`src/hdl/ipc_mul.sv`:
```
// ----------------------------------------------------------------------------
// ipc_mul
// shared signed 32x32 multiplier with a registered product
// ----------------------------------------------------------------------------
`default_nettype none

module ipc_mul (
  input  wire logic               clk_i,
  input  wire logic signed [31:0] a_i,
  input  wire logic signed [31:0] b_i,
  output logic signed [63:0]      p_o
);

  logic signed [63:0] p_q;

  always_ff @(posedge clk_i) begin
    p_q <= 64'(a_i) * 64'(b_i);
  end

  assign p_o = p_q;

endmodule

`default_nettype wire

```
`config.mk`:
```
export PLATFORM = sky130hd
export DESIGN_NAME = ipc_mul
export DESIGN_NICKNAME = d
export VERILOG_FILES = /design/src/hdl/ipc_mul.sv
export SDC_FILE = /design/constraint.sdc
export NUM_CORES = 2
export LEC_CHECK = 0
export ABC_AREA = 1
export BUFFER_PORTS_ARGS = -buffer_cell sky130_fd_sc_hd__buf_2
export CORE_MARGIN = 2
export CORE_UTILIZATION = 40
export CTS_CLUSTER_SIZE = 8
export DETAILED_ROUTE_END_ITERATION = 6
export GPL_ROUTABILITY_DRIVEN = 0
export PLACE_DENSITY_LB_ADDON = 0.05
export SLEW_MARGIN = 20
export SYNTH_ARGS = -nofsm -noshare
export SYNTH_HDL_FRONTEND = slang
export SYNTH_SLANG_ARGS = --single-unit
```
`constraint.sdc`:
```
create_clock -name clk_i -period 13.6 [get_ports clk_i]
set_clock_uncertainty 0.05 [all_clocks]
set_input_delay 3.4 -clock clk_i [delete_from_list [all_inputs] [get_ports clk_i]]
set_output_delay 3.4 -clock clk_i [all_outputs]
set_load 0.005 [all_outputs]
```
* Word level (Yosys, flattened, before mapping)
Index checks and enable logic that the tools add are counted.
** Storage, ports and cells
- Flip-flop bits (word level) :: 64
- Bits of input ports :: 65
- Output and inout bits :: 64
- Word-level logic and storage cells :: 2
** Operators by class
- Multiply operators :: 1
** Operators with widths (number)
- $mul A32 B32 Y64 :: 1

* Longest topological paths before layout
- Depth after elaboration :: 1
- Gate-level depth with buffers :: 31
- Gate-level depth less buffers :: 30

* Worst setup path before layout
OpenSTA, ideal clock, no wires.
- Path kind :: input to register
- Start :: input port a_i[31]
- End :: register p_q[59], in the netlist p_o[59]
- Library setup time :: 113 ps
- Arrival :: 9932 ps
- Data required time :: 13437 ps
- Slack :: 3506 ps
- Cell stages on the path :: 27
- Path buffers :: 1
- Path through :: clkbuf_1 > nand2_1 > inv_1 > fa_1 > inv_1 > fa_1 > inv_1 > fa_1 > fa_1 > inv_1 > fa_1 > inv_1 > fa_1 > inv_1 > fa_1 > fa_1 > inv_1 > ha_1 > nand2_2 > nor2_1 > inv_1 > nor2_1 > nand2_1 > nor3_1 > nand2_1 > nand4_1 > nand2_1
** On the way
- Longest elaborated chain between the ends :: 1
** RTL lines
- from (decl) :: RTL line 9 : input wire logic signed [31:0] a_i,
- $mul A32 B32 Y64 :: RTL line 17 : p_q <= 64'(a_i) * 64'(b_i);
- to (signal assigned) :: RTL line 17
- to (decl) :: RTL line 14 : logic signed [63:0] p_q;
No other way between the ends.

* Worst setup path after layout
- Start :: input port a_i[31]
- End :: register p_q[57], in the netlist p_o[57]
Same word-level chain as after synthesis.

==> out/results.tsv <==
metric	value	unit
number of global-route vias before repair	32500	
die footprint	103000	um^2
CP Capture Type	register	
Worst-path clk slew	0.06	ns
CP Class	in2reg	
Nets	6424	
crit share post-route	81.6	%
slowest CP cell	fa_1	
Req. time, crit path	13.83	ns
DRC	0	
FF+latch count, synth	64	
share of cells above drive strength 1	4.86	%
crit start category	input port	
Hold Vio Cnt, Final	0	
post-cts repair resize count	0	
first-pass GRT wire length	194000	um
library cells used by synthesis	27	
Synth top area share	53.9	%
Net Count, Synth	6455	
commonest non-fill, non-tap cell in the layout	inv_1	
status	completed	
Hold Path Class	in2reg	
Final Critical Period	11.10	ns
Initial DRC Count	1841	
gr usage total	24.7	%
hold endpoint	p_o[0]$_DFF_P_	
worst-path fanout max	32	
CTS tree	done	
via count	30000	
Avg Cell Area, Syn	7.85	um^2
top cells by area, synth	fa_1 (54%), inv_1 (16%), nand2_1 (14%)	
DR vias/cell	4.69	
Max Clock Freq	90.1	MHz
DR WL/cell	19.0	um
Most common cell on crit path	fa_1	
Worst Path Arrival	11.33	ns
H-Tree Depth	3	
RSZ-0062 raised after global routing	no	
Cell Rows	116	
width of the die	321	um
commonest non-fill, non-tap cells in the layout	inv_1 (1692), nand2_1 (1504), fa_1 (1082)	
max-cap violations	0	
Post-synth EDFFs	0	
main flop type after synthesis	dfxtp_1	
Sinks on Clock Net	64	
max-slew violation count	0	
Syn. warnings	0	
antenna-violating nets left	0	
Detail Placement HPWL	103000	um
cts bufs inserted	9	
part of the Yosys area used for sequential elements	3.19	%
max reg flops	64	
post-route setup TNS	0	ns
footprint of the multi-input gates	31800	um^2
GR Overflow Total	0	
post-CTS repair timing setup buffer count	0	
HP Start	a_i[0]	
total wire length	121000	um
Syn Inst Count	5124	
largest net degree at the start of global routing	33	
synthesized area	40200	um^2
setup violators final	0	
initial core utilization	40.3	%
# fillers	10400	
Register Area	1280	um^2
ys async rst share	0	%
area grow syn2layout	4.97	%
initial antenna violation count	5	
CTS root buf	clkbuf_16	
drt pass-1 iters	6	
area leader, netlist	fa_1	
core area	99900	um^2
I/O pin count	129	
relative slew slack	28.9	%
CTS max path bufs	2	
Port Buffers	128	
measured slew at the worst slew-check pin	1.07	ns
worst hold path depth	4	
hold_buf cts	0	
max incr delay on CP	0.90	ns
Die H	321	um
[synth_stat cells, types with 3 or more instances]
library cell / number
nor3_2: 5
o21ai_1: 4
nand3_1: 73
xnor2_1: 3
nor2_2: 31
a21oi_1: 62
nand3b_1: 6
nor2_1: 93
nand3_2: 6
o21ai_0: 17
inv_2: 8
fa_1: 1082
or2_2: 7
nand2_2: 21
inv_1: 1692
nor3_1: 11
clkbuf_1: 192
o21bai_1: 8
dfxtp_1: 64
xor2_1: 31
nor2_4: 3
ha_1: 184
nand2_1: 1504
nand4_1: 13
[worst max-delay path by stage]
stage,endpoint,depth (start not counted),from
after global placement,p_o[59]$_DFF_P_,27,a_i[31]
after global routing,p_o[59]$_DFF_P_,27,a_i[31]
after detailed placement,p_o[57]$_DFF_P_,27,a_i[31]
final,p_o[57]$_DFF_P_,28,a_i[31]
after CTS,p_o[57]$_DFF_P_,28,a_i[31]
after floorplan,p_o[59]$_DFF_P_,27,a_i[31]
[worst max-delay path: cells and delay by family]
kind	cells	cell delay (ns)
fa+ha+maj	9	4.77
buf+inv	9	1.81
simple gates	10	1.29
[through the flow]
| stage | utilization [%] | hold slack, ns | setup WS (ns) | cells | cell area, um^2 |
|---|---|---|---|---|---|
| after floorplan | - | 3.45 | 3.51 | 5124 | 40200 |
| after global placement | 42.0 | 3.73 | 2.24 | 6380 | 41900 |
| after detailed placement | 42.0 | 3.73 | 2.12 | 6380 | 41900 |
| after CTS | 42.3 | 3.59 | 2.44 | 6396 | 42200 |
| after global routing | 42.3 | 3.61 | 1.93 | 6398 | 42200 |
| final | 42.3 | 3.60 | 2.50 | 6398 | 42200 |
[logic make-up (layout without fill, tap and decap cells)]
| group | after synthesis | count (layout) | share of synthesized area, % |
|---|---|---|---|
| AO/OA/AOI/OAI | 95 | 95 | 1.26 |
| XOR/XNOR | 34 | 34 | 0.741 |
| adder cells (fa/ha/maj) | 1266 | 1266 | 59.6 |
| AND/OR/NAND/NOR | 1773 | 1773 | 17.5 |
| flip-flops | 64 | 64 | 3.19 |
| buffers and inverters | 1892 | 1866 | 17.7 |
| other | 0 | 2 | 0 |
[routing by layer]
layer / vias up / wire length [um] / track usage (%)
met1: 15400 / 54800 / 34.9
met5: - / 13 / 0
met2: 616 / 59000 / 41.7
met3: 99 / 5500 / 2.97
met4: 2 / 2040 / 3.84
li1: 13900 / - / -
[cell type report]
type | count | share of cell area, %
well taps | 1298 | 3.85
repair buffers | 150 | 1.91
multi-input cells | 3168 | 75.4
diodes | 2 | 0.0119
clock buffers | 10 | 0.566
flip-flops and latches | 64 | 3.04
clock inverters | 6 | 0.104
inverters | 1700 | 15.1
Power is left out: the tool's default activity adds up to more than one toggle a clock period on the data nets, which glitch-free logic cannot reach.
