**config.mk**
```make
export PLATFORM = sky130hd
export DESIGN_NAME = ipc_cdiv
export DESIGN_NICKNAME = d
export VERILOG_FILES = /design/src/hdl/ipc_pkg.sv /design/src/hdl/ipc_cdiv.sv
export SDC_FILE = /design/constraint.sdc
export NUM_CORES = 1
export LEC_CHECK = 0
export BUFFER_PORTS_ARGS = -buffer_cell sky130_fd_sc_hd__buf_4
export CORE_AREA = 4 4 159 161
export DETAILED_ROUTE_END_ITERATION = 12
export DIE_AREA = 0 0 163 165
export PLACE_DENSITY = 0.76
export SYNTH_ARGS = -nofsm -noshare
export SYNTH_HDL_FRONTEND = slang
export SYNTH_SLANG_ARGS = --single-unit
```
**constraint.sdc**
```tcl
create_clock -name clk_i -period 18 [get_ports clk_i]
set_clock_uncertainty 0.1 [all_clocks]
set_input_delay 0.9 -clock clk_i [delete_from_list [all_inputs] [get_ports clk_i]]
set_output_delay 0.9 -clock clk_i [all_outputs]
set_load 0.03 [all_outputs]
```
**src/hdl/ipc_pkg.sv**
```systemverilog
// ----------------------------------------------------------------------------
// ipc_pkg
// types, constants and helpers of the incremental pid position compensator
// ----------------------------------------------------------------------------
`default_nettype none

package ipc_pkg;

  typedef enum logic [1:0] {
    OP_PID   = 2'd0,
    OP_COMP  = 2'd1,
    OP_CLEAR = 2'd2,
    OP_NONE  = 2'd3
  } op_e;

  typedef enum logic [1:0] {
    CFG_KP = 2'd0,
    CFG_KI = 2'd1,
    CFG_KD = 2'd2
  } cfg_idx_e;

  typedef enum logic [3:0] {
    ST_IDLE,
    ST_DISPATCH,
    ST_P_MI,
    ST_P_MP,
    ST_P_MD,
    ST_P_DSC,
    ST_P_DADD,
    ST_P_WAIT,
    ST_P_SAT,
    ST_C_BAND,
    ST_C_MUL,
    ST_C_UPD,
    ST_EMIT
  } state_e;

  // accumulator limits in a 64-bit working width
  localparam logic signed [63:0] ACC_MAX64 = 64'sh0000_7FFF_FFFF_FFFF;
  localparam logic signed [63:0] ACC_MIN64 = 64'shFFFF_8000_0000_0000;
  localparam logic signed [47:0] ACC_MAX48 = 48'sh7FFF_FFFF_FFFF;
  localparam logic signed [47:0] ACC_MIN48 = 48'sh8000_0000_0000;

  // derivative product clip, +-2^52
  localparam logic signed [63:0] KD_LIM_P = 64'sh0010_0000_0000_0000;
  localparam logic signed [63:0] KD_LIM_N = 64'shFFF0_0000_0000_0000;

  // compensation bands and the q16.16 value of 0.4
  localparam logic signed [32:0] FAR_BAND       = 33'sd1200;
  localparam logic signed [32:0] NEAR_BAND      = 33'sd35;
  localparam logic signed [31:0] POINT_FOUR_Q16 = 32'sd26214;

  // divide by 250 (1 / 0.004), one byte digit per step
  localparam logic [7:0]  DIV_BASE   = 8'd250;
  localparam logic [16:0] DIV_RECIP  = 17'd67109;   // ceil(2^24 / 250)
  localparam int unsigned DIV_SHIFT  = 24;
  localparam int unsigned DIV_DIGITS = 8;

  typedef struct packed {
    logic               busy;
    logic signed [63:0] quot;
  } cdiv_st_t;

  function automatic logic signed [47:0] sat48(input logic signed [63:0] v);
    logic signed [47:0] r;
    if (v > ACC_MAX64) begin
      r = ACC_MAX48;
    end else if (v < ACC_MIN64) begin
      r = ACC_MIN48;
    end else begin
      r = v[47:0];
    end
    return r;
  endfunction

  // q32.16 to integer, truncated toward zero
  function automatic logic signed [31:0] acc_out(input logic signed [47:0] a);
    logic signed [31:0] q;
    q = a[47:16];
    if (a[47] && (a[15:0] != 16'd0)) begin
      q = q + 32'sd1;
    end
    return q;
  endfunction

endpackage

`default_nettype wire

```
**src/hdl/ipc_cdiv.sv**
```systemverilog
// ----------------------------------------------------------------------------
// ipc_cdiv
// signed divide by 250, truncated toward zero, one byte digit per cycle
// ----------------------------------------------------------------------------
`default_nettype none

module ipc_cdiv import ipc_pkg::*; (
  input  wire logic               clk_i,
  input  wire logic               rst_ni,
  input  wire logic               start_i,
  input  wire logic signed [63:0] dividend_i,
  output cdiv_st_t                stat_o
);

  localparam int unsigned CNT_W = $clog2(DIV_DIGITS);

  logic             busy_q, busy_d;
  logic [CNT_W-1:0] cnt_q, cnt_d;
  logic             neg_q, neg_d;
  logic [63:0]      num_q, num_d;
  logic [7:0]       rem_q, rem_d;
  logic [63:0]      quo_q, quo_d;

  logic [15:0] digit;
  logic [32:0] prod;
  logic [7:0]  qd;
  logic [15:0] qmul;
  logic [63:0] mag;
  logic signed [63:0] quo_s;

  // remainder below 250 keeps each partial dividend under 2^16
  assign digit = {rem_q, num_q[63:56]};
  assign prod  = {17'd0, digit} * {16'd0, DIV_RECIP};
  assign qd    = prod[DIV_SHIFT+7:DIV_SHIFT];
  assign qmul  = {8'd0, qd} * {8'd0, DIV_BASE};
  assign mag   = dividend_i[63] ? (~dividend_i + 64'd1) : dividend_i;

  always_comb begin
    busy_d = busy_q;
    cnt_d  = cnt_q;
    neg_d  = neg_q;
    num_d  = num_q;
    rem_d  = rem_q;
    quo_d  = quo_q;
    if (start_i) begin
      busy_d = 1'b1;
      cnt_d  = '0;
      neg_d  = dividend_i[63];
      num_d  = mag;
      rem_d  = '0;
      quo_d  = '0;
    end else if (busy_q) begin
      num_d = {num_q[55:0], 8'd0};
      rem_d = 8'(digit - qmul);
      quo_d = {quo_q[55:0], qd};
      cnt_d = cnt_q + CNT_W'(1);
      if (cnt_q == CNT_W'(DIV_DIGITS - 1)) begin
        busy_d = 1'b0;
      end
    end
  end

  always_ff @(posedge clk_i or negedge rst_ni) begin
    if (!rst_ni) begin
      busy_q <= 1'b0;
      cnt_q  <= '0;
    end else begin
      busy_q <= busy_d;
      cnt_q  <= cnt_d;
    end
  end

  always_ff @(posedge clk_i) begin
    neg_q <= neg_d;
    num_q <= num_d;
    rem_q <= rem_d;
    quo_q <= quo_d;
  end

  assign quo_s       = $signed(quo_q);
  assign stat_o.busy = busy_q;
  assign stat_o.quot = neg_q ? -quo_s : quo_s;

endmodule

`default_nettype wire

```
After elaboration in Yosys (flattened, before gate mapping):

Cells that the tools add are included.

* register bits after elaboration: 141
* bits of input ports: 67
* output and inout bits: 65
* word-level logic and storage cells: 24

* $add $sub $neg: 4
* multipliers: 2
* eq/ne operators: 1
* multiplexer cells: 9
* bitwise logic cells: 1
* reduce and logical (&&, ||, !) cells: 1

Operator list (count)
* 2-to-1 mux 64 bit: 4
* adder 64 x 1 -> 64 bit, second input constant: 1
* negator 64 bit: 1
* NOT 64 bit: 1
* multiplier 16 x 17 -> 32 bit, second input constant: 1
* multiplier 8 x 7 -> 7 bit, second input constant: 1
* subtractor 8 bit: 1
* 2-to-1 mux 3 bit: 2
* adder 3 x 1 -> 3 bit, second input constant: 1
* == test 3 bit, second input constant: 1
* 2-to-1 mux 1 bit: 3
* nonzero test 2 bit: 1

Depth between registers and ports, before layout:

* word-level depth: 4
* mapped depth: 36
* gate-level depth less buffers: 36

Least setup slack after synthesis:

OpenSTA, ideal clock, no wires.

* path kind: flip-flop to flip-flop
* from: register rem_q[5]
* to: register rem_q[7]
* library setup time: 86 ps
* arrival: 7688 ps
* data required time: 17814 ps
* slack: 10126 ps
* cell stages (with the launch flop): 30
* buffers on the path: 0
* clock period less this slack: 7874 ps
* cell sequence: dfxtp_1 -> ha_1 -> fa_1 -> fa_1 -> inv_1 -> fa_1 -> inv_1 -> fa_1 -> ha_1 -> ha_1 -> a21o_1 -> o21bai_1 -> a2111o_1 -> o21ai_0 -> xnor2_1 -> ha_1 -> ha_1 -> inv_1 -> fa_1 -> inv_1 -> fa_1 -> ha_1 -> a21oi_1 -> xnor2_1 -> a31o_2 -> o22ai_1 -> xor2_1 -> xnor3_1 -> xor2_1 -> a211oi_1

* longest elaborated chain between the ends: 3

RTL lines
* start, declared: RTL line ipc_cdiv.sv:21 `logic [7:0] rem_q, rem_d;`
* start signal, assigned: RTL line ipc_cdiv.sv:76 `rem_q <= rem_d;`
* multiplier 16 x 17 -> 32 bit: RTL line ipc_cdiv.sv:33 `assign prod = {17'd0, digit} * {16'd0, DIV_RECIP};`
* named net prod[26]: RTL line ipc_cdiv.sv:25 `logic [32:0] prod;`
* multiplier 8 x 7 -> 7 bit: RTL line ipc_cdiv.sv:35 `assign qmul = {8'd0, qd} * {8'd0, DIV_BASE};`
* subtractor 8 bit: RTL line ipc_cdiv.sv:54 `rem_d = 8'(digit - qmul);`

The timed path passes the listed nets, and every way through them passes these cells.
A chain may end at the register's enable or synchronous reset.

Worst setup path in the final report:

* from: register rem_q[0]
* to: register rem_q[7]

Same word-level chain as after synthesis.

==> metrics.txt <==
status=finished, final reports clean; Post-synth ARST share=0.0284; Top FF cell, synth=dfxtp_1; max-cap violations=0; Final Setup Violations=0; WP data arrival=8.74 ns; GRT Total Usage=0.211; RD Place Congestion=0.893; Antenna Nets Post-Route=0; Die ar.=26900 µm²; critical path's slowest cell=dfxtp_1; post-route setup slack=9.49 ns; Synthesized Nets=1531; Die Wd=163 µm; Post-synth EDFFs=65; Netlist Area Pre-Place=12000 µm²; Top Metal Used=met4; drt wl/cell=16.5 µm; layout cells sized above 1=0.149; Met3 Wirelength=1190 µm; Final nets=1634; Num CTS Buffers=17; Port Buf Inserts=131; area grow syn2layout=15.1%; CTS sink count=141; WP data required=18.23 ns; Initial Util=0.501; Setup Fix Bufs, Post-CTS=0; leading cell type in the layout, fill and taps excluded=ha_1; worst path bufs/invs=6; Post-DP HPWL=21500 µm; Synth Register Bits=141; highest-count cells in the layout ignoring fill and taps=151 x ha_1, 138 x nor2_1, 135 x buf_4, 103 x inv_1, 88 x xnor2_1; worst-margin pin slew=0.987 ns; vias per cell=5.54; Root Driver=clkbuf_16; htree depth=4; fin. max-slew vios=0; Ys Warns=0; pin count of the biggest net entering global routing=105; Max Root-Sink Buffers=2; post-placement worst setup slack=9.54 ns; Seq/Total Area, Yosys=0.291; Residual DRC=0; CORE AREA=24000 µm²; worst stage delay on the critical path=0.55 ns; Hold Violations, Final=0; Mean Syn Cell Area=9.45 µm²; Die H=165 µm; Top delay family on crit path=adder cells; global-route wire length before repair=46000 µm; Setup TNS=0 ns; final core utilization=0.577; wire length on met2=13800 µm; worst hold path type=primary input to async pin; Max Clk Rate=0.118 GHz; crit-path max FO=8; vias in the first global route=9324; WP depth=32; # rows=57; TritonCTS clock tree=built; unrepaired setup endpoints after global routing=no; crit end category=flip-flop; crit path kind=flip-flop to flip-flop; DRT met1 WL=12500 µm; via count=9483; period utilisation layout=0.473; hold_buf cts=0; Clock Latency Late Sink=0.42 ns; clock slew at reported path FFs=0.07 ns; CTS-repair resized insts=0; Reg2Reg Depth=32; initial antenna violation count=0; most used cell, CP=ha_1; initial drt markers=610; aggregate global routing overflow=0; Period minus WS final=8.51 ns; ant diodes=0; distinct cell type count after synthesis=67; # IOs=132; final WL=28300 µm; post-synthesis instance total=1271; drt pass-1 iters=5; Worst slew margin=0.342; startpoint types=flip-flop
==> Yosys cell counts, types with 14 or more instances <==
library cell / count / area share
ha_1: 151 / 0.16
nor2_1: 138 / 0.043
inv_1: 103 / 0.032
xnor2_1: 88 / 0.064
dfxtp_1: 72 / 0.12
a21oi_1: 70 / 0.029
nand2_1: 70 / 0.022
mux2i_1: 69 / 0.058
edfxtp_1: 65 / 0.16
xor2_1: 55 / 0.040
o21ai_0: 54 / 0.023
clkbuf_1: 42 / 0.013
fa_1: 42 / 0.070
o31ai_1: 33 / 0.021
or3_1: 18 / 0.0094
nor3_1: 16 / 0.0067
mux2_2: 14 / 0.013
nand3_1: 14 / 0.0058
==> metrics by stage <==
stage                     cells  cell area (µm²)  hold WS [ns]
final                      1711            13800         0.162
after global routing       1711            13800         0.138
after CTS                  1711            13800         0.146
after detailed placement   1679            13200         0.434
after global placement     1679            13200         0.408
after floorplan            1271            12000         0.382
==> worst register-to-register path: cells and delay by family (launching register included) <==
kind,cells,cell delay (ns)
buf+inv,6,0.33
simple gates,4,0.77
compound gates,5,1.13
flops,1,0.55
xor+xnor,5,0.99
fa+ha+maj,12,4.54
==> sequential cells by signal, summed over array words and instances, names as in the netlist <==
register  count
num_q        64
quo_q        64
rem_q         8
cnt_q         3
busy_q        1
neg_q         1
==> layer usage <==
layer	vias to the layer above	GRT usage
met5	-	0
met4	0	0.0717
met3	52	0.0309
met1	4499	0.285
met2	241	0.348
li1	4691	-
==> logic make-up (layout without fill, tap and decap cells) <==
group	after synthesis	in the layout	synth area share
AOI/OAI and AO/OA	221	221	0.119
buffers and inverters	154	270	0.0488
xor gates and xnor gates	144	144	0.106
and+or+nand+nor	334	334	0.136
adders and majority gates	194	194	0.228
muxes	83	83	0.0707
DFF	141	141	0.291
==> layout make-up <==
cell class | count | area, µm²
flip-flops and latches | 141 | 3500
clock buffers | 18 | 450
fillers | 2113 | 10100
inverters | 103 | 387
well taps | 324 | 405
clock inverters | 14 | 143
repair buffers | 135 | 1010
multi-input cells | 976 | 7930
==> final timing paths <==
kind                                   startpoint                endpoint  slack [ns]
setup reg to reg            rem_q[0]$_SDFFE_PP0P_   rem_q[7]$_SDFFE_PP0P_        9.49
max in group asynchronous                  rst_ni        busy_q$_DFF_PN0_       17.52
hold / removal                             rst_ni    cnt_q[2]$_DFFE_PN0P_        0.16
hold reg to reg            quo_q[63]$_SDFFE_PP0P_  quo_q[63]$_SDFFE_PP0P_        0.44
min in group clk_i         quo_q[63]$_SDFFE_PP0P_  quo_q[63]$_SDFFE_PP0P_        0.44
setup / recovery            rem_q[0]$_SDFFE_PP0P_   rem_q[7]$_SDFFE_PP0P_        9.49
Power is not shown: default switching activity piles up to over one toggle a cycle in this logic, so the estimate is an artifact.
